**src/rtl/nhm64_pkg.sv**
```systemverilog
package nhm64_pkg;

	// Mixing constant shared by the word scramble, the tail and the finalization.
	localparam logic [31:0] MIX_M = 32'h5BD1_E995;

	// Value of the seed register after reset.
	localparam logic [31:0] SEED_RST = 32'hEE6B_27EB;

	// Shift amounts of the word scramble and of the four finalization rounds.
	localparam int unsigned MIX_R = 24;
	localparam int unsigned FIN_R1 = 18;
	localparam int unsigned FIN_R2 = 22;
	localparam int unsigned FIN_R3 = 17;
	localparam int unsigned FIN_R4 = 19;

	// Longest name that is accepted without a length error.
	localparam int unsigned MAX_NAME_BYTES = 255;

	// Datapath operations: none, or one for each pass through the shared multiplier.
	localparam logic [3:0] OP_NONE = 4'd0;
	localparam logic [3:0] OP_K1 = 4'd1;
	localparam logic [3:0] OP_K2 = 4'd2;
	localparam logic [3:0] OP_HALF = 4'd3;
	localparam logic [3:0] OP_TAIL = 4'd4;
	localparam logic [3:0] OP_F1 = 4'd5;
	localparam logic [3:0] OP_F2 = 4'd6;
	localparam logic [3:0] OP_F3 = 4'd7;
	localparam logic [3:0] OP_F4 = 4'd8;

	// Commands from the controller to the datapath.
	typedef struct packed {
		logic       accept;
		logic [3:0] op;
		logic       load_out;
	} nhm64_cmd_t;

	// Status from the datapath to the controller.
	typedef struct packed {
		logic word_done;
		logic last_in;
		logic last_held;
		logic out_free;
	} nhm64_stat_t;

	// Low 32 bits of a 32 by 32 product.
	function automatic logic [31:0] mul32(input logic [31:0] a, input logic [31:0] b);
		logic [63:0] p;
		p = a * b;
		return p[31:0];
	endfunction

endpackage

```
**src/rtl/nhm64_item_if.sv**
```systemverilog
interface nhm64_item_if;
	logic       valid;
	logic       ready;
	logic [7:0] data_byte;
	logic [7:0] name_length;
	logic       last_byte;

	modport source (output valid, output data_byte, output name_length, output last_byte,
		input ready);
	modport sink (input valid, input data_byte, input name_length, input last_byte,
		output ready);
endinterface

```
**src/rtl/nhm64_result_if.sv**
```systemverilog
interface nhm64_result_if;
	logic        valid;
	logic        ready;
	logic [62:0] hash_value;
	logic        length_error;

	modport source (output valid, output hash_value, output length_error, input ready);
	modport sink (input valid, input hash_value, input length_error, output ready);
endinterface

```
**src/rtl/nhm64_cfg_if.sv**
```systemverilog
interface nhm64_cfg_if;
	logic        valid;
	logic        ready;
	logic [31:0] hash_seed;

	modport source (output valid, output hash_seed, input ready);
	modport sink (input valid, input hash_seed, output ready);
endinterface

```
**src/rtl/nhm64_ctrl.sv**
```systemverilog
module nhm64_ctrl (
	input  logic                   clk,
	input  logic                   arst_n,
	input  logic                   item_valid,
	output logic                   item_ready,
	input  nhm64_pkg::nhm64_stat_t stat,
	output nhm64_pkg::nhm64_cmd_t  cmd
);

	localparam logic [3:0] ST_IDLE = 4'd0;
	localparam logic [3:0] ST_K1 = 4'd1;
	localparam logic [3:0] ST_K2 = 4'd2;
	localparam logic [3:0] ST_HALF = 4'd3;
	localparam logic [3:0] ST_TAIL = 4'd4;
	localparam logic [3:0] ST_F1 = 4'd5;
	localparam logic [3:0] ST_F2 = 4'd6;
	localparam logic [3:0] ST_F3 = 4'd7;
	localparam logic [3:0] ST_F4 = 4'd8;
	localparam logic [3:0] ST_OUT = 4'd9;

	logic [3:0] state_q;
	logic [3:0] state_d;

	assign item_ready = (state_q == ST_IDLE);

	// Next state and the command for the datapath.
	always_comb begin
		state_d = state_q;
		cmd.accept = 1'b0;
		cmd.op = nhm64_pkg::OP_NONE;
		cmd.load_out = 1'b0;
		case (state_q)
			ST_IDLE: begin
				if (item_valid) begin
					cmd.accept = 1'b1;
					if (stat.word_done) begin
						state_d = ST_K1;
					end else if (stat.last_in) begin
						state_d = ST_TAIL;
					end
				end
			end
			ST_K1: begin
				cmd.op = nhm64_pkg::OP_K1;
				state_d = ST_K2;
			end
			ST_K2: begin
				cmd.op = nhm64_pkg::OP_K2;
				state_d = ST_HALF;
			end
			ST_HALF: begin
				cmd.op = nhm64_pkg::OP_HALF;
				state_d = stat.last_held ? ST_TAIL : ST_IDLE;
			end
			ST_TAIL: begin
				cmd.op = nhm64_pkg::OP_TAIL;
				state_d = ST_F1;
			end
			ST_F1: begin
				cmd.op = nhm64_pkg::OP_F1;
				state_d = ST_F2;
			end
			ST_F2: begin
				cmd.op = nhm64_pkg::OP_F2;
				state_d = ST_F3;
			end
			ST_F3: begin
				cmd.op = nhm64_pkg::OP_F3;
				state_d = ST_F4;
			end
			ST_F4: begin
				cmd.op = nhm64_pkg::OP_F4;
				state_d = ST_OUT;
			end
			ST_OUT: begin
				if (stat.out_free) begin
					cmd.load_out = 1'b1;
					state_d = ST_IDLE;
				end
			end
			default: begin
				state_d = ST_IDLE;
			end
		endcase
	end

	always_ff @(posedge clk or negedge arst_n) begin
		if (!arst_n) begin
			state_q <= ST_IDLE;
		end else begin
			state_q <= state_d;
		end
	end

endmodule

```
**src/rtl/nhm64_dpath.sv**
```systemverilog
module nhm64_dpath (
	input  logic                   clk,
	input  logic                   arst_n,
	input  logic [7:0]             data_byte,
	input  logic [7:0]             name_length,
	input  logic                   last_byte,
	input  logic                   seed_wr,
	input  logic [31:0]            seed_data,
	input  logic                   res_ready,
	output logic                   res_valid,
	output logic [62:0]            hash_value,
	output logic                   length_error,
	input  nhm64_pkg::nhm64_cmd_t  cmd,
	output nhm64_pkg::nhm64_stat_t stat
);

	logic [31:0] seed_q;
	logic        in_name_q;
	logic        out_valid_q;
	logic [31:0] h1_q;
	logic [31:0] h2_q;
	logic [31:0] k_q;
	logic [23:0] gather_q;
	logic [7:0]  seen_q;
	logic [7:0]  held_q;
	logic        parity_q;
	logic        over_q;
	logic        last_q;
	logic [62:0] hash_q;
	logic        err_q;

	logic        init;
	logic        skip;
	logic [7:0]  seen_b;
	logic [7:0]  held_b;
	logic [23:0] gather_b;
	logic        over_b;
	logic        parity_b;
	logic [1:0]  pos;
	logic [31:0] mul_a;
	logic [31:0] mul_p;
	logic        err_d;
	logic        out_free;

	// A first transaction of a name starts from fresh state.
	assign init = !in_name_q;
	assign skip = init && (name_length == 8'd0) && last_byte;
	assign seen_b = init ? 8'd0 : seen_q;
	assign held_b = init ? name_length : held_q;
	assign gather_b = init ? 24'd0 : gather_q;
	assign over_b = init ? 1'b0 : over_q;
	assign parity_b = init ? 1'b0 : parity_q;
	assign pos = seen_b[1:0];

	assign out_free = !out_valid_q || res_ready;

	assign stat.word_done = !skip && (pos == 2'd3);
	assign stat.last_in = last_byte;
	assign stat.last_held = last_q;
	assign stat.out_free = out_free;

	// Operand select for the one shared multiplier.
	always_comb begin
		case (cmd.op)
			nhm64_pkg::OP_K1: mul_a = k_q;
			nhm64_pkg::OP_K2: mul_a = k_q ^ (k_q >> nhm64_pkg::MIX_R);
			nhm64_pkg::OP_HALF: mul_a = parity_q ? h2_q : h1_q;
			nhm64_pkg::OP_TAIL: mul_a = h2_q ^ {8'd0, gather_q};
			nhm64_pkg::OP_F1: mul_a = h1_q ^ (h2_q >> nhm64_pkg::FIN_R1);
			nhm64_pkg::OP_F2: mul_a = h2_q ^ (h1_q >> nhm64_pkg::FIN_R2);
			nhm64_pkg::OP_F3: mul_a = h1_q ^ (h2_q >> nhm64_pkg::FIN_R3);
			nhm64_pkg::OP_F4: mul_a = h2_q ^ (h1_q >> nhm64_pkg::FIN_R4);
			default: mul_a = k_q;
		endcase
	end

	assign mul_p = nhm64_pkg::mul32(mul_a, nhm64_pkg::MIX_M);

	// Length check at the end of a name.
	assign err_d = over_q || (seen_q != held_q) ||
		(32'(held_q) > 32'(nhm64_pkg::MAX_NAME_BYTES));

	// Seed register, name tracking and output valid.
	always_ff @(posedge clk or negedge arst_n) begin
		if (!arst_n) begin
			seed_q <= nhm64_pkg::SEED_RST;
			in_name_q <= 1'b0;
			out_valid_q <= 1'b0;
		end else begin
			if (seed_wr) begin
				seed_q <= seed_data;
			end
			if (cmd.accept) begin
				in_name_q <= 1'b1;
			end else if (cmd.load_out) begin
				in_name_q <= 1'b0;
			end
			if (cmd.load_out) begin
				out_valid_q <= 1'b1;
			end else if (res_ready) begin
				out_valid_q <= 1'b0;
			end
		end
	end

	// Hash state, byte gathering and the output register.
	always_ff @(posedge clk) begin
		if (cmd.accept) begin
			held_q <= held_b;
			last_q <= last_byte;
			if (init) begin
				h1_q <= seed_q ^ {24'd0, name_length};
				h2_q <= 32'd0;
			end
			if (skip) begin
				seen_q <= seen_b;
				gather_q <= gather_b;
				over_q <= over_b;
				parity_q <= parity_b;
			end else begin
				over_q <= over_b || (seen_b >= held_b);
				seen_q <= seen_b + 8'd1;
				parity_q <= parity_b;
				if (pos == 2'd3) begin
					k_q <= {data_byte, gather_b};
					gather_q <= 24'd0;
				end else begin
					gather_q <= gather_b | (24'(data_byte) << {pos, 3'b000});
				end
			end
		end
		case (cmd.op)
			nhm64_pkg::OP_K1, nhm64_pkg::OP_K2: begin
				k_q <= mul_p;
			end
			nhm64_pkg::OP_HALF: begin
				if (parity_q) begin
					h2_q <= mul_p ^ k_q;
				end else begin
					h1_q <= mul_p ^ k_q;
				end
				parity_q <= !parity_q;
			end
			nhm64_pkg::OP_TAIL: begin
				if (seen_q[1:0] != 2'd0) begin
					h2_q <= mul_p;
				end
			end
			nhm64_pkg::OP_F1, nhm64_pkg::OP_F3: begin
				h1_q <= mul_p;
			end
			nhm64_pkg::OP_F2, nhm64_pkg::OP_F4: begin
				h2_q <= mul_p;
			end
			default: begin
			end
		endcase
		if (cmd.load_out) begin
			hash_q <= {h1_q[30:0], h2_q};
			err_q <= err_d;
			gather_q <= 24'd0;
			parity_q <= 1'b0;
			over_q <= 1'b0;
		end
	end

	assign res_valid = out_valid_q;
	assign hash_value = hash_q;
	assign length_error = err_q;

endmodule

```
**src/rtl/name_hash_murmur64b_core.sv**
```systemverilog
// MurmurHash64B engine for names that arrive one byte per transaction on the
// item channel, each transaction carrying the declared name length, with
// last_byte marking the final byte. The first half starts as the seed register
// XOR the length; an empty name is one transaction with length zero and
// last_byte set. One result transaction is produced per name: a 63-bit hash
// and a flag that is set when the byte count differs from the declared length
// or the declared length exceeds the supported maximum. A byte that does not
// complete a 4-byte word needs no multiplier pass; a byte that completes a word
// is followed by the word scramble and the half update, which make three passes
// through the one shared 32x32 multiplier. The last byte of a name is followed
// by the tail mix, four finalization rounds and the load of the output register,
// which waits for the output register to be free, before the next name's first
// byte is taken. The output register lets a finished result wait while the next
// name streams in; a new result waits only while the previous one is still not
// taken. The seed register is written through the configuration channel, which
// is always ready, and is sampled at the first byte of each name.
module name_hash_murmur64b_core (
	input  logic           clk,
	input  logic           arst_n,
	nhm64_item_if.sink     item,
	nhm64_result_if.source result,
	nhm64_cfg_if.sink      cfg
);

	nhm64_pkg::nhm64_cmd_t  cmd;
	nhm64_pkg::nhm64_stat_t stat;

	assign cfg.ready = 1'b1;

	// Sequencer for byte intake, word mixing and finalization.
	nhm64_ctrl u_ctrl (
		.clk        (clk),
		.arst_n     (arst_n),
		.item_valid (item.valid),
		.item_ready (item.ready),
		.stat       (stat),
		.cmd        (cmd)
	);

	// Hash state, shared multiplier and output register.
	nhm64_dpath u_dpath (
		.clk          (clk),
		.arst_n       (arst_n),
		.data_byte    (item.data_byte),
		.name_length  (item.name_length),
		.last_byte    (item.last_byte),
		.seed_wr      (cfg.valid),
		.seed_data    (cfg.hash_seed),
		.res_ready    (result.ready),
		.res_valid    (result.valid),
		.hash_value   (result.hash_value),
		.length_error (result.length_error),
		.cmd          (cmd),
		.stat         (stat)
	);

endmodule
```
**src/flat_wrapper.sv**
```systemverilog
// flat-port wrapper written by rule: the top's interface ports become plain ports
module name_hash_murmur64b_core_flat 
  (clk, arst_n, item_valid, item_data_byte, item_name_length, item_last_byte, item_ready, result_valid, result_hash_value, result_length_error, result_ready, cfg_valid, cfg_hash_seed, cfg_ready);
  nhm64_item_if item_i ();
  nhm64_result_if result_i ();
  nhm64_cfg_if cfg_i ();
  input  logic clk;
  input  logic arst_n;
  input wire logic [$bits(item_i.valid)-1:0] item_valid;
  input wire logic [$bits(item_i.data_byte)-1:0] item_data_byte;
  input wire logic [$bits(item_i.name_length)-1:0] item_name_length;
  input wire logic [$bits(item_i.last_byte)-1:0] item_last_byte;
  output wire logic [$bits(item_i.ready)-1:0] item_ready;
  output wire logic [$bits(result_i.valid)-1:0] result_valid;
  output wire logic [$bits(result_i.hash_value)-1:0] result_hash_value;
  output wire logic [$bits(result_i.length_error)-1:0] result_length_error;
  input wire logic [$bits(result_i.ready)-1:0] result_ready;
  input wire logic [$bits(cfg_i.valid)-1:0] cfg_valid;
  input wire logic [$bits(cfg_i.hash_seed)-1:0] cfg_hash_seed;
  output wire logic [$bits(cfg_i.ready)-1:0] cfg_ready;
  assign item_i.valid = item_valid;
  assign item_i.data_byte = item_data_byte;
  assign item_i.name_length = item_name_length;
  assign item_i.last_byte = item_last_byte;
  assign item_ready = item_i.ready;
  assign result_valid = result_i.valid;
  assign result_hash_value = result_i.hash_value;
  assign result_length_error = result_i.length_error;
  assign result_i.ready = result_ready;
  assign cfg_i.valid = cfg_valid;
  assign cfg_i.hash_seed = cfg_hash_seed;
  assign cfg_ready = cfg_i.ready;
  name_hash_murmur64b_core u_core (.clk(clk), .arst_n(arst_n), .item(item_i), .result(result_i), .cfg(cfg_i));
endmodule
```
**config.mk**
```make
export PLATFORM = sky130hd
export DESIGN_NAME = name_hash_murmur64b_core_flat
export DESIGN_NICKNAME = d
export VERILOG_FILES = /design/src/rtl/nhm64_pkg.sv /design/src/rtl/nhm64_item_if.sv /design/src/rtl/nhm64_result_if.sv /design/src/rtl/nhm64_cfg_if.sv /design/src/rtl/nhm64_ctrl.sv /design/src/rtl/nhm64_dpath.sv /design/src/rtl/name_hash_murmur64b_core.sv /design/src/flat_wrapper.sv
export SDC_FILE = /design/constraint.sdc
export NUM_CORES = 1
export LEC_CHECK = 0
export ABC_AREA = 1
export BUFFER_PORTS_ARGS = -buffer_cell sky130_fd_sc_hd__clkbuf_2
export CORE_UTILIZATION = 59
export DETAILED_ROUTE_END_ITERATION = 10
export PLACE_DENSITY = 0.77
export SETUP_SLACK_MARGIN = 0.3
export SYNTH_ARGS = -nofsm -noshare
export SYNTH_HDL_FRONTEND = slang
export SYNTH_SLANG_ARGS = --single-unit
```
**constraint.sdc**
```tcl
create_clock -name clk -period 15.2 [get_ports clk]
set_input_delay 0 -clock clk [delete_from_list [all_inputs] [get_ports clk]]
set_output_delay 0 -clock clk [all_outputs]
set_load 0.01 [all_outputs]
```
After elaboration in Yosys (flattened, before gate mapping)
Cells that the tools add are included.
{"block": "word_totals", "register_bits": 241, "output_inout_bits": 67}
{"block": "op_classes", "add_sub_neg": 1, "n_mul": 1, "magnitude_cmp": 1, "n_eq_ne": 24, "shifts": 1, "mux": 41, "bitwise": 9, "n_reduce_logical": 24}
{"operator": "$mux 32", "count": 12}
{"operator": "$pmux 32 s7", "count": 1}
{"operator": "$pmux 32 s3", "count": 1}
{"operator": "$mux 24", "count": 3}
{"operator": "$pmux 32 s2", "count": 1}
{"operator": "$xor 32x8->32", "count": 2}
{"operator": "$pmux 4 s10", "count": 1}
{"operator": "$eq 4x3->1 const B", "count": 8}
{"operator": "$mul 32x31->32 const B", "count": 1}
{"operator": "$pmux 4 s8", "count": 1}
{"operator": "$xor 32x10->32", "count": 1}
{"operator": "$xor 32x13->32", "count": 1}
{"operator": "$xor 32x14->32", "count": 1}
{"operator": "$xor 32x15->32", "count": 1}
{"operator": "$xor 32x24->32", "count": 1}
{"operator": "$xor 32x32->32", "count": 1}
{"operator": "$mux 8", "count": 3}
{"operator": "$or 24x24->24", "count": 1}
{"operator": "$shl 8x5->24", "count": 1}
{"operator": "$eq 4x2->1 const B", "count": 4}
{"operator": "$mux 4", "count": 4}
{"operator": "$mux 1", "count": 13}
{"operator": "$eq 4x4->1 const B", "count": 3}
{"operator": "$reduce_bool 2->1", "count": 6}
{"operator": "other kinds (17)", "count": 30}

Depth between registers and ports, before layout
Gate-level depths: netlist (run 1).
{"block": "depth", "word_depth": 8, "depth_mapped": 49, "mapped_depth_nobuf": 48}

Hierarchy
A second synthesis (run 1) with hierarchy kept.
{"block": "hier_totals", "cells_unflattened": 2790, "hier_area_um2": 22445.3}
{"mod": "nhm64_dpath", "n_inst": 1, "cells_each": 2740, "area_each_um2": 22123.7, "seq_area_each_um2": 6072.1}
{"mod": "nhm64_ctrl", "n_inst": 1, "cells_each": 48, "area_each_um2": 310.3, "seq_area_each_um2": 100.1}
{"mod": "name_hash_murmur64b_core", "n_inst": 1, "cells_each": 2, "area_each_um2": 11.3, "seq_area_each_um2": 0.0}

Worst setup path before layout (run 1)
OpenSTA, ideal clock, no wires.
{"block": "synth_timing", "path_type": "reg-to-reg", "from": "reg u_core.u_ctrl.state_q[3]", "to": "reg u_core.u_dpath.k_q[30] (data pin)", "setup_ps": 266, "arrival_ps": 7677, "slack_ps": 7257, "path_stages_with_launch": 40, "cell_sequence": "dfrtp_1 inv_2 nand2_2 nor2_2 inv_1 clkbuf_1 o21ai_0 a211oi_1 o21ai_0 a21oi_1 o221ai_1 ha_1 ha_1 fa_1 inv_1 fa_1 inv_1 fa_1 [... 4 more ...] inv_1 fa_1 inv_1 ha_1 a21oi_1 o21ai_0 a21oi_1 nand3_1 a21oi_1 o21ai_0 nand2_1 nand2_1 a21oi_1 inv_1 nand2_1 nand2_1 nand2_1 o21ai_0"}
{"block": "synth_between", "elab_chain_len": 6, "elab_cells_between_ends": 21, "classes_between": "1 x mul; 16 x eq/ne; 3 x mux; 1 x reduce/logical"}
{"element": "from (decl)", "line_no": "nhm64_ctrl.sv:21", "source": "logic [3:0] state_q;"}
{"element": "from (signal assigned)", "line_no": "nhm64_ctrl.sv:91", "source": "state_q <= state_d;"}
{"element": "$eq 4x4->1 (tied with other cells)", "line_no": "nhm64_ctrl.sv:32", "source": "case (state_q)"}
{"element": "$pmux 4 s8 (*)", "line_no": "nhm64_ctrl.sv:32"}
{"element": "$eq 4x4->1 (tied with other cells)", "line_no": "nhm64_dpath.sv:64", "source": "case (cmd.op)"}
{"element": "$pmux 32 s7", "line_no": "nhm64_dpath.sv:64"}
{"element": "$mul 32x31->32", "line_no": "nhm64_pkg.sv:48", "source": "p = a * b;"}
{"element": "$mux 32 (*)", "line_no": "nhm64_dpath.sv:132", "source": "case (cmd.op)"}
{"element": "to (signal assigned)", "line_no": "nhm64_dpath.sv:125", "source": "k_q <= {data_byte, gather_b};"}
{"element": "to (signal assigned)", "line_no": "nhm64_dpath.sv:134", "source": "k_q <= mul_p;"}
{"element": "to (decl)", "line_no": "nhm64_dpath.sv:22", "source": "logic [31:0] k_q;"}
Every way passes the cells marked *; elsewhere a longest branch is shown, timed or not.
A chain may end at the register's enable or synchronous reset.

Worst setup path after layout (run 1)
Ends and elaborated chain as after synthesis.

==> results.json, run 1 <==
{
  "status": "completed",
  "grt_pass1_wl_um": 123000,
  "start_util_pct": 60.2,
  "cts_root_buf": "clkbuf_16",
  "syn_nets": 3127,
  "vias_per_cell": 6.14,
  "yosysUniqueCellTypes": 59,
  "gr-usage-all-layers_pct": 43.7,
  "layout-drive-gt1-share_pct": 10.3,
  "fin_tns_setup_ns": 0,
  "dr.pass1.iters": 6,
  "reg2reg_from": "u_core.u_ctrl.state_q[3]$_DFFE_PN0P_",
  "dieArea_um2": 38200,
  "vias": 20300,
  "start_kind": "register",
  "cp_common_cell": "inv_1",
  "clk_latency_ns": 0.55,
  "ios": 121,
  "tightest_slew_ns": 1.18,
  "numCtsBuffers": 25,
  "r2r_end": "u_core.u_dpath.k_q[30]$_DFFE_PP_",
  "cts_sinks": 241,
  "holdBufCountCts": 52,
  "portBuffers": 119,
  "worstSetupPathType": "register to register",
  "fin_cells": 3312,
  "place_congestion": 1.06,
  "hpwlAfterDp_um": 63900,
  "avgSynthCellArea_um2": 8.27,
  "wirelength_um": 82100,
  "yosysMostFrequentCell": "inv_1",
  "syn_to_final_growth_pct": 11.3,
  "dpl.cell_count": 3213,
  "cts_setup_buffers": 0,
  "ant_nets": 0,
  "gr-total-overflow": 0,
  "synthFlopType": "edfxtp_1",
  "setup_viol": 0,
  "die_x_um": 196,
  "yosys.area.top_type": "fa_1",
  "ys_seq_elements": 241,
  "grt_max_degree": 54,
  "cts_tree": "yes",
  "design.core.area_um2": 36700,
  "synthArstFlopShare_pct": 15.8,
  "crit_path_end_kind": "register",
  "htree_levels": 1,
  "drt_iter0_markers": 2524,
  "grt_pass1_vias": 19800,
  "netlist_top_cells_area": "fa_1 16%, edfxtp_1 15%, ha_1 13%",
  "hp-class": "primary input to async pin",
  "drv_slew": 0,
  "maxCapViolCount": 0,
  "finalCriticalPeriod_ns": 10.24,
  "seq_area_frac_synth_pct": 27.9,
  "cpMaxStageDelayCell": "inv_1",
  "clockBufferDepth": 3,
  "yosysWarnings": 0,
  "drc_errors": 0,
  "worst_ep_arrival_time_ns": 10.52,
  "synth_area_um2": 22100,
  "clkSlewWorstSetupHoldPaths_ns": 0.07,
  "avgRoutedWirePerCell_um": 24.8,
  "slowest_delay_ns": 0.78,
  "max_freq_mhz": 97.6,
  "rsz0062_at_grt": "no",
  "antenna_found_initial": 4,
  "final_core_utilization_pct": 67.1,
  "clock_skew_ns": 0.0159,
  "finalHoldViolCount": 0,
  "crit_end": "u_core.u_dpath.k_q[30]$_DFFE_PP_",
  "fp.dieH_um": 196,
  "synth.top_cell.area_share_pct": 16.1,
  "std_cell_rows": 70,
  "synth_commonest_cells": "588 x inv_1, 477 x nand2_1, 224 x ha_1",
  "synthCells": 2671,
  "synth_edf_count": 113,
  "slew_headroom_pct": 20.7,
  "r2r_setup_slack_ns": 4.96,
  "crit_start": "u_core.u_ctrl.state_q[3]$_DFFE_PN0P_",
  "required_ns": 15.47,
  "cp_max_fo": 22,
  "fin_nets": 3280,
  "reg2regPathDepth": 38,
  "post-route-period-util_pct": 67.4,
  "cts.repair.resized": 0
}
## state kept, by name, indices dropped and copies added (netlist names), 4 cells and up
register                   count
u_core.u_dpath.k_q            32
u_core.u_dpath.seen_q          8
u_core.u_dpath.gather_q       24
u_core.u_dpath.held_q          8
u_core.u_ctrl.state_q          4
u_core.u_dpath.seed_q         32
u_core.u_dpath.h2_q           32
u_core.u_dpath.h1_q           32
u_core.u_dpath.hash_value     63
## worst min-delay path by stage
stage | start | to
2_1_floorplan | arst_n | u_core.u_ctrl.state_q[0]$_DFFE_PN0P_
3_3_place_gp | arst_n | u_core.u_dpath.seed_q[11]$_DFFE_PN0P_
3_5_place_dp | cfg_hash_seed[13] | u_core.u_dpath.seed_q[13]$_DFFE_PN1P_
4_1_cts | cfg_hash_seed[28] | u_core.u_dpath.seed_q[28]$_DFFE_PN0P_
5_1_grt | cfg_hash_seed[20] | u_core.u_dpath.seed_q[20]$_DFFE_PN0P_
6_report | arst_n | u_core.u_dpath.seed_q[12]$_DFFE_PN0P_
## stage by stage
step	area (µm²)	setup WS [ns]	hold WS [ns]
finish	24600	4.96	0.185
detailed placement	23200	5.38	0.215
global placement	23200	5.60	0.208
floorplan	22100	7.26	-0.296
global route	24600	4.58	0.242
CTS	24600	5.32	0.198
## cells by family after synthesis
family                   share of synthesized area, %
XOR/XNOR                                         2.73
multiplexers                                    0.917
AND/OR/NAND/NOR                                  15.5
other                                          0.0170
flip-flops                                       27.9
buffers and inverters                            11.5
adder cells (fa/ha/maj)                          28.8
AO/OA/AOI/OAI                                    12.5
## layout make-up
type	instances	area [µm²]
tap	468	586
multi-input combinational	1756	13400
antenna	2	5.00
sequential	241	6170
clock buffer	32	692
fill	3000	12100
timing repair buffer	201	1340
inverter	599	2250
clock inverter	13	170
## critical path: cells and delay by family, from the launching register on
kind                     cells  cell delay [ns]
buffers and inverters       10             2.16
flip-flops                   1             0.45
XOR/XNOR                     1             0.18
adder cells (fa/ha/maj)      9             3.73
AND/OR/NAND/NOR              8             1.45
AO/OA/AOI/OAI               10             1.97
## cells in the final DEF (no fill, tap or decap), types with 111 or more instances in the layout
| cell | n |
|---|---|
| o21ai_0 | 153 |
| a21oi_1 | 139 |
| edfxtp_1 | 113 |
| nand3_1 | 137 |
| clkbuf_2 | 119 |
| fa_1 | 178 |
| ha_1 | 224 |
| nor2_1 | 111 |
| inv_1 | 588 |
| nand2_1 | 477 |
## metal layers
layer | vias up | wire, µm | share of wire (%) | track usage [%]
met3 | 213 | 11800 | 14 | 13.2
met5 | - | 33 | 0.040 | 0
met1 | 9787 | 33000 | 40 | 61.5
met4 | 4 | 3750 | 4.6 | 16.2
li1 | 8959 | - | - | -
met2 | 1384 | 33400 | 41 | 63.2
Power of run 1 is left out: the tool's default activity adds up to more than one toggle a clock period on the data nets, which glitch-free logic cannot reach.
==> run 2: changes to the inputs <==
==> constraint.sdc (replaced) <==
create_clock -name clk -period 10.1 [get_ports clk]
set_input_delay 0 -clock clk [delete_from_list [all_inputs] [get_ports clk]]
set_output_delay 0 -clock clk [all_outputs]
set_load 0.01 [all_outputs]
==> results.json, run 2 (synthesized netlist as in run 1, its figures left out) <==
{
  "cp_max_fo": 20,
  "fillCellCount": 3008,
  "antenna_found_initial": 4,
  "cpMaxStageDelayCell": "dfxtp_1",
  "grt_pass1_wl_um": 122000,
  "tightest_slew_ns": 1.25,
  "clk_latency_ns": 0.55,
  "setup_viol": 0,
  "layout-drive-gt1-share_pct": 11.3,
  "cp_common_cell": "inv_1",
  "holdWs_ns": 0.0422,
  "largest_reg_flops": 63,
  "die_x_um": 196,
  "rsz0062_at_grt": "no",
  "fin_nets": 3306,
  "start_util_pct": 60.2,
  "place_congestion": 1.07,
  "met2_usage_pct": 62.5,
  "grt.busiest_layer": "met1",
  "hpwlAfterDp_um": 65100,
  "vias_per_cell": 6.11,
  "grtUsageMet3_pct": 10.2,
  "std_cell_rows": 70,
  "portBuffers": 119,
  "fp.dieH_um": 196,
  "grt_pass1_vias": 19700,
  "wirelength_um": 82200,
  "ios": 121,
  "gr-usage-all-layers_pct": 43.4,
  "finalCriticalPeriod_ns": 9.25,
  "drt_iter0_markers": 2797,
  "slowest_delay_ns": 0.74,
  "gr-total-overflow": 0,
  "fin_cells": 3336,
  "numCtsBuffers": 25,
  "grt_max_degree": 54,
  "required_ns": 10.58,
  "syn_to_final_growth_pct": 12.2,
  "dpl.cell_count": 3240,
  "htree_levels": 1,
  "drc_errors": 0,
  "post-route-period-util_pct": 91.6,
  "dieArea_um2": 38200,
  "vias": 20400,
  "max_freq_mhz": 108,
  "slew_headroom_pct": 15.7,
  "status": "completed",
  "fin_tns_setup_ns": 0,
  "worst_ep_arrival_time_ns": 9.73,
  "maxCapViolCount": 0,
  "avgRoutedWirePerCell_um": 24.6,
  "ant_nets": 0,
  "final_cell_mix": "588 x inv_1, 477 x nand2_1, 224 x ha_1",
  "design.core.area_um2": 36700,
  "clock_skew_ns": 0.0204,
  "dr.pass1.iters": 6,
  "crit_path_end_kind": "register",
  "cts_setup_buffers": 0,
  "finalHoldViolCount": 0,
  "hp-class": "primary input to register",
  "clockBufferDepth": 3,
  "use_met1_pct": 63.8,
  "start_kind": "register",
  "clkSlewWorstSetupHoldPaths_ns": 0.07,
  "worstSetupPathType": "register to register",
  "cts_tree": "yes",
  "final_common_cell": "inv_1",
  "diodes": 0,
  "cts_sinks": 241,
  "drv_slew": 0,
  "cts_root_buf": "clkbuf_16"
}
run 2: per-layer routing:
layer	vias up	wire length [µm]
li1	9013	-
met1	9742	34100
met2	1422	33500
met3	210	11200
met4	8	3270
met5	-	60
run 2: worst max-delay path, delay by kind of cell, from the launching register on:
kind	cells	cell delay, ns
flip-flops	1	0.74
XOR/XNOR	2	0.75
adder cells (fa/ha/maj)	9	3.68
AND/OR/NAND/NOR	7	1.17
AO/OA/AOI/OAI	7	1.26
buffers and inverters	9	1.52
run 2: path summary, 6_finish.rpt:
check	start	endpoint	slack [ns]	cells past startpoint
min reg2reg	u_core.u_dpath.h1_q[4]$_DFF_P_	u_core.u_dpath.hash_value[36]$_DFFE_PP_	0.43	0
min in group asynchronous	arst_n	u_core.u_dpath.seed_q[12]$_DFFE_PN0P_	0.16	2
max	u_core.u_dpath.parity_q$_SDFFE_PP0P_	u_core.u_dpath.h2_q[28]$_DFF_P_	0.85	34
min	item_name_length[7]	u_core.u_dpath.h1_q[7]$_DFF_P_	0.04	4
max in group asynchronous	arst_n	u_core.u_dpath.in_name_q$_DFFE_PN0P_	9.28	2
max reg2reg	u_core.u_dpath.parity_q$_SDFFE_PP0P_	u_core.u_dpath.h2_q[28]$_DFF_P_	0.85	34
run 2: per-stage QoR:
step	util, %	area, µm²	setup WS, ns
6_report	67.6	24800	0.851
3_3_place_gp	63.8	23400	1.13
4_1_cts	67.6	24800	0.962
2_1_floorplan	-	22100	2.16
3_5_place_dp	63.8	23400	1.02
5_1_grt	67.6	24800	0.381
run 2: repair_timing:
item / 4_1_cts / 5_1_grt
hold buffers: 51 / 0
gates resized for setup: 0 / 1
hold endpoints to repair: 93 / 0
endpoints found under the setup margin: 0 / 1
run 2: area by class of cell:
class	instances	area (µm²)	area share, %
clock buffers	29	703	2.84
clock inverters	16	156	0.631
inverters	599	2250	9.07
multi-input cells	1756	13400	54.0
flip-flops and latches	241	6170	24.9
well taps	468	586	2.36
repair buffers	227	1530	6.19
Power of run 2 is left out for the same reason.
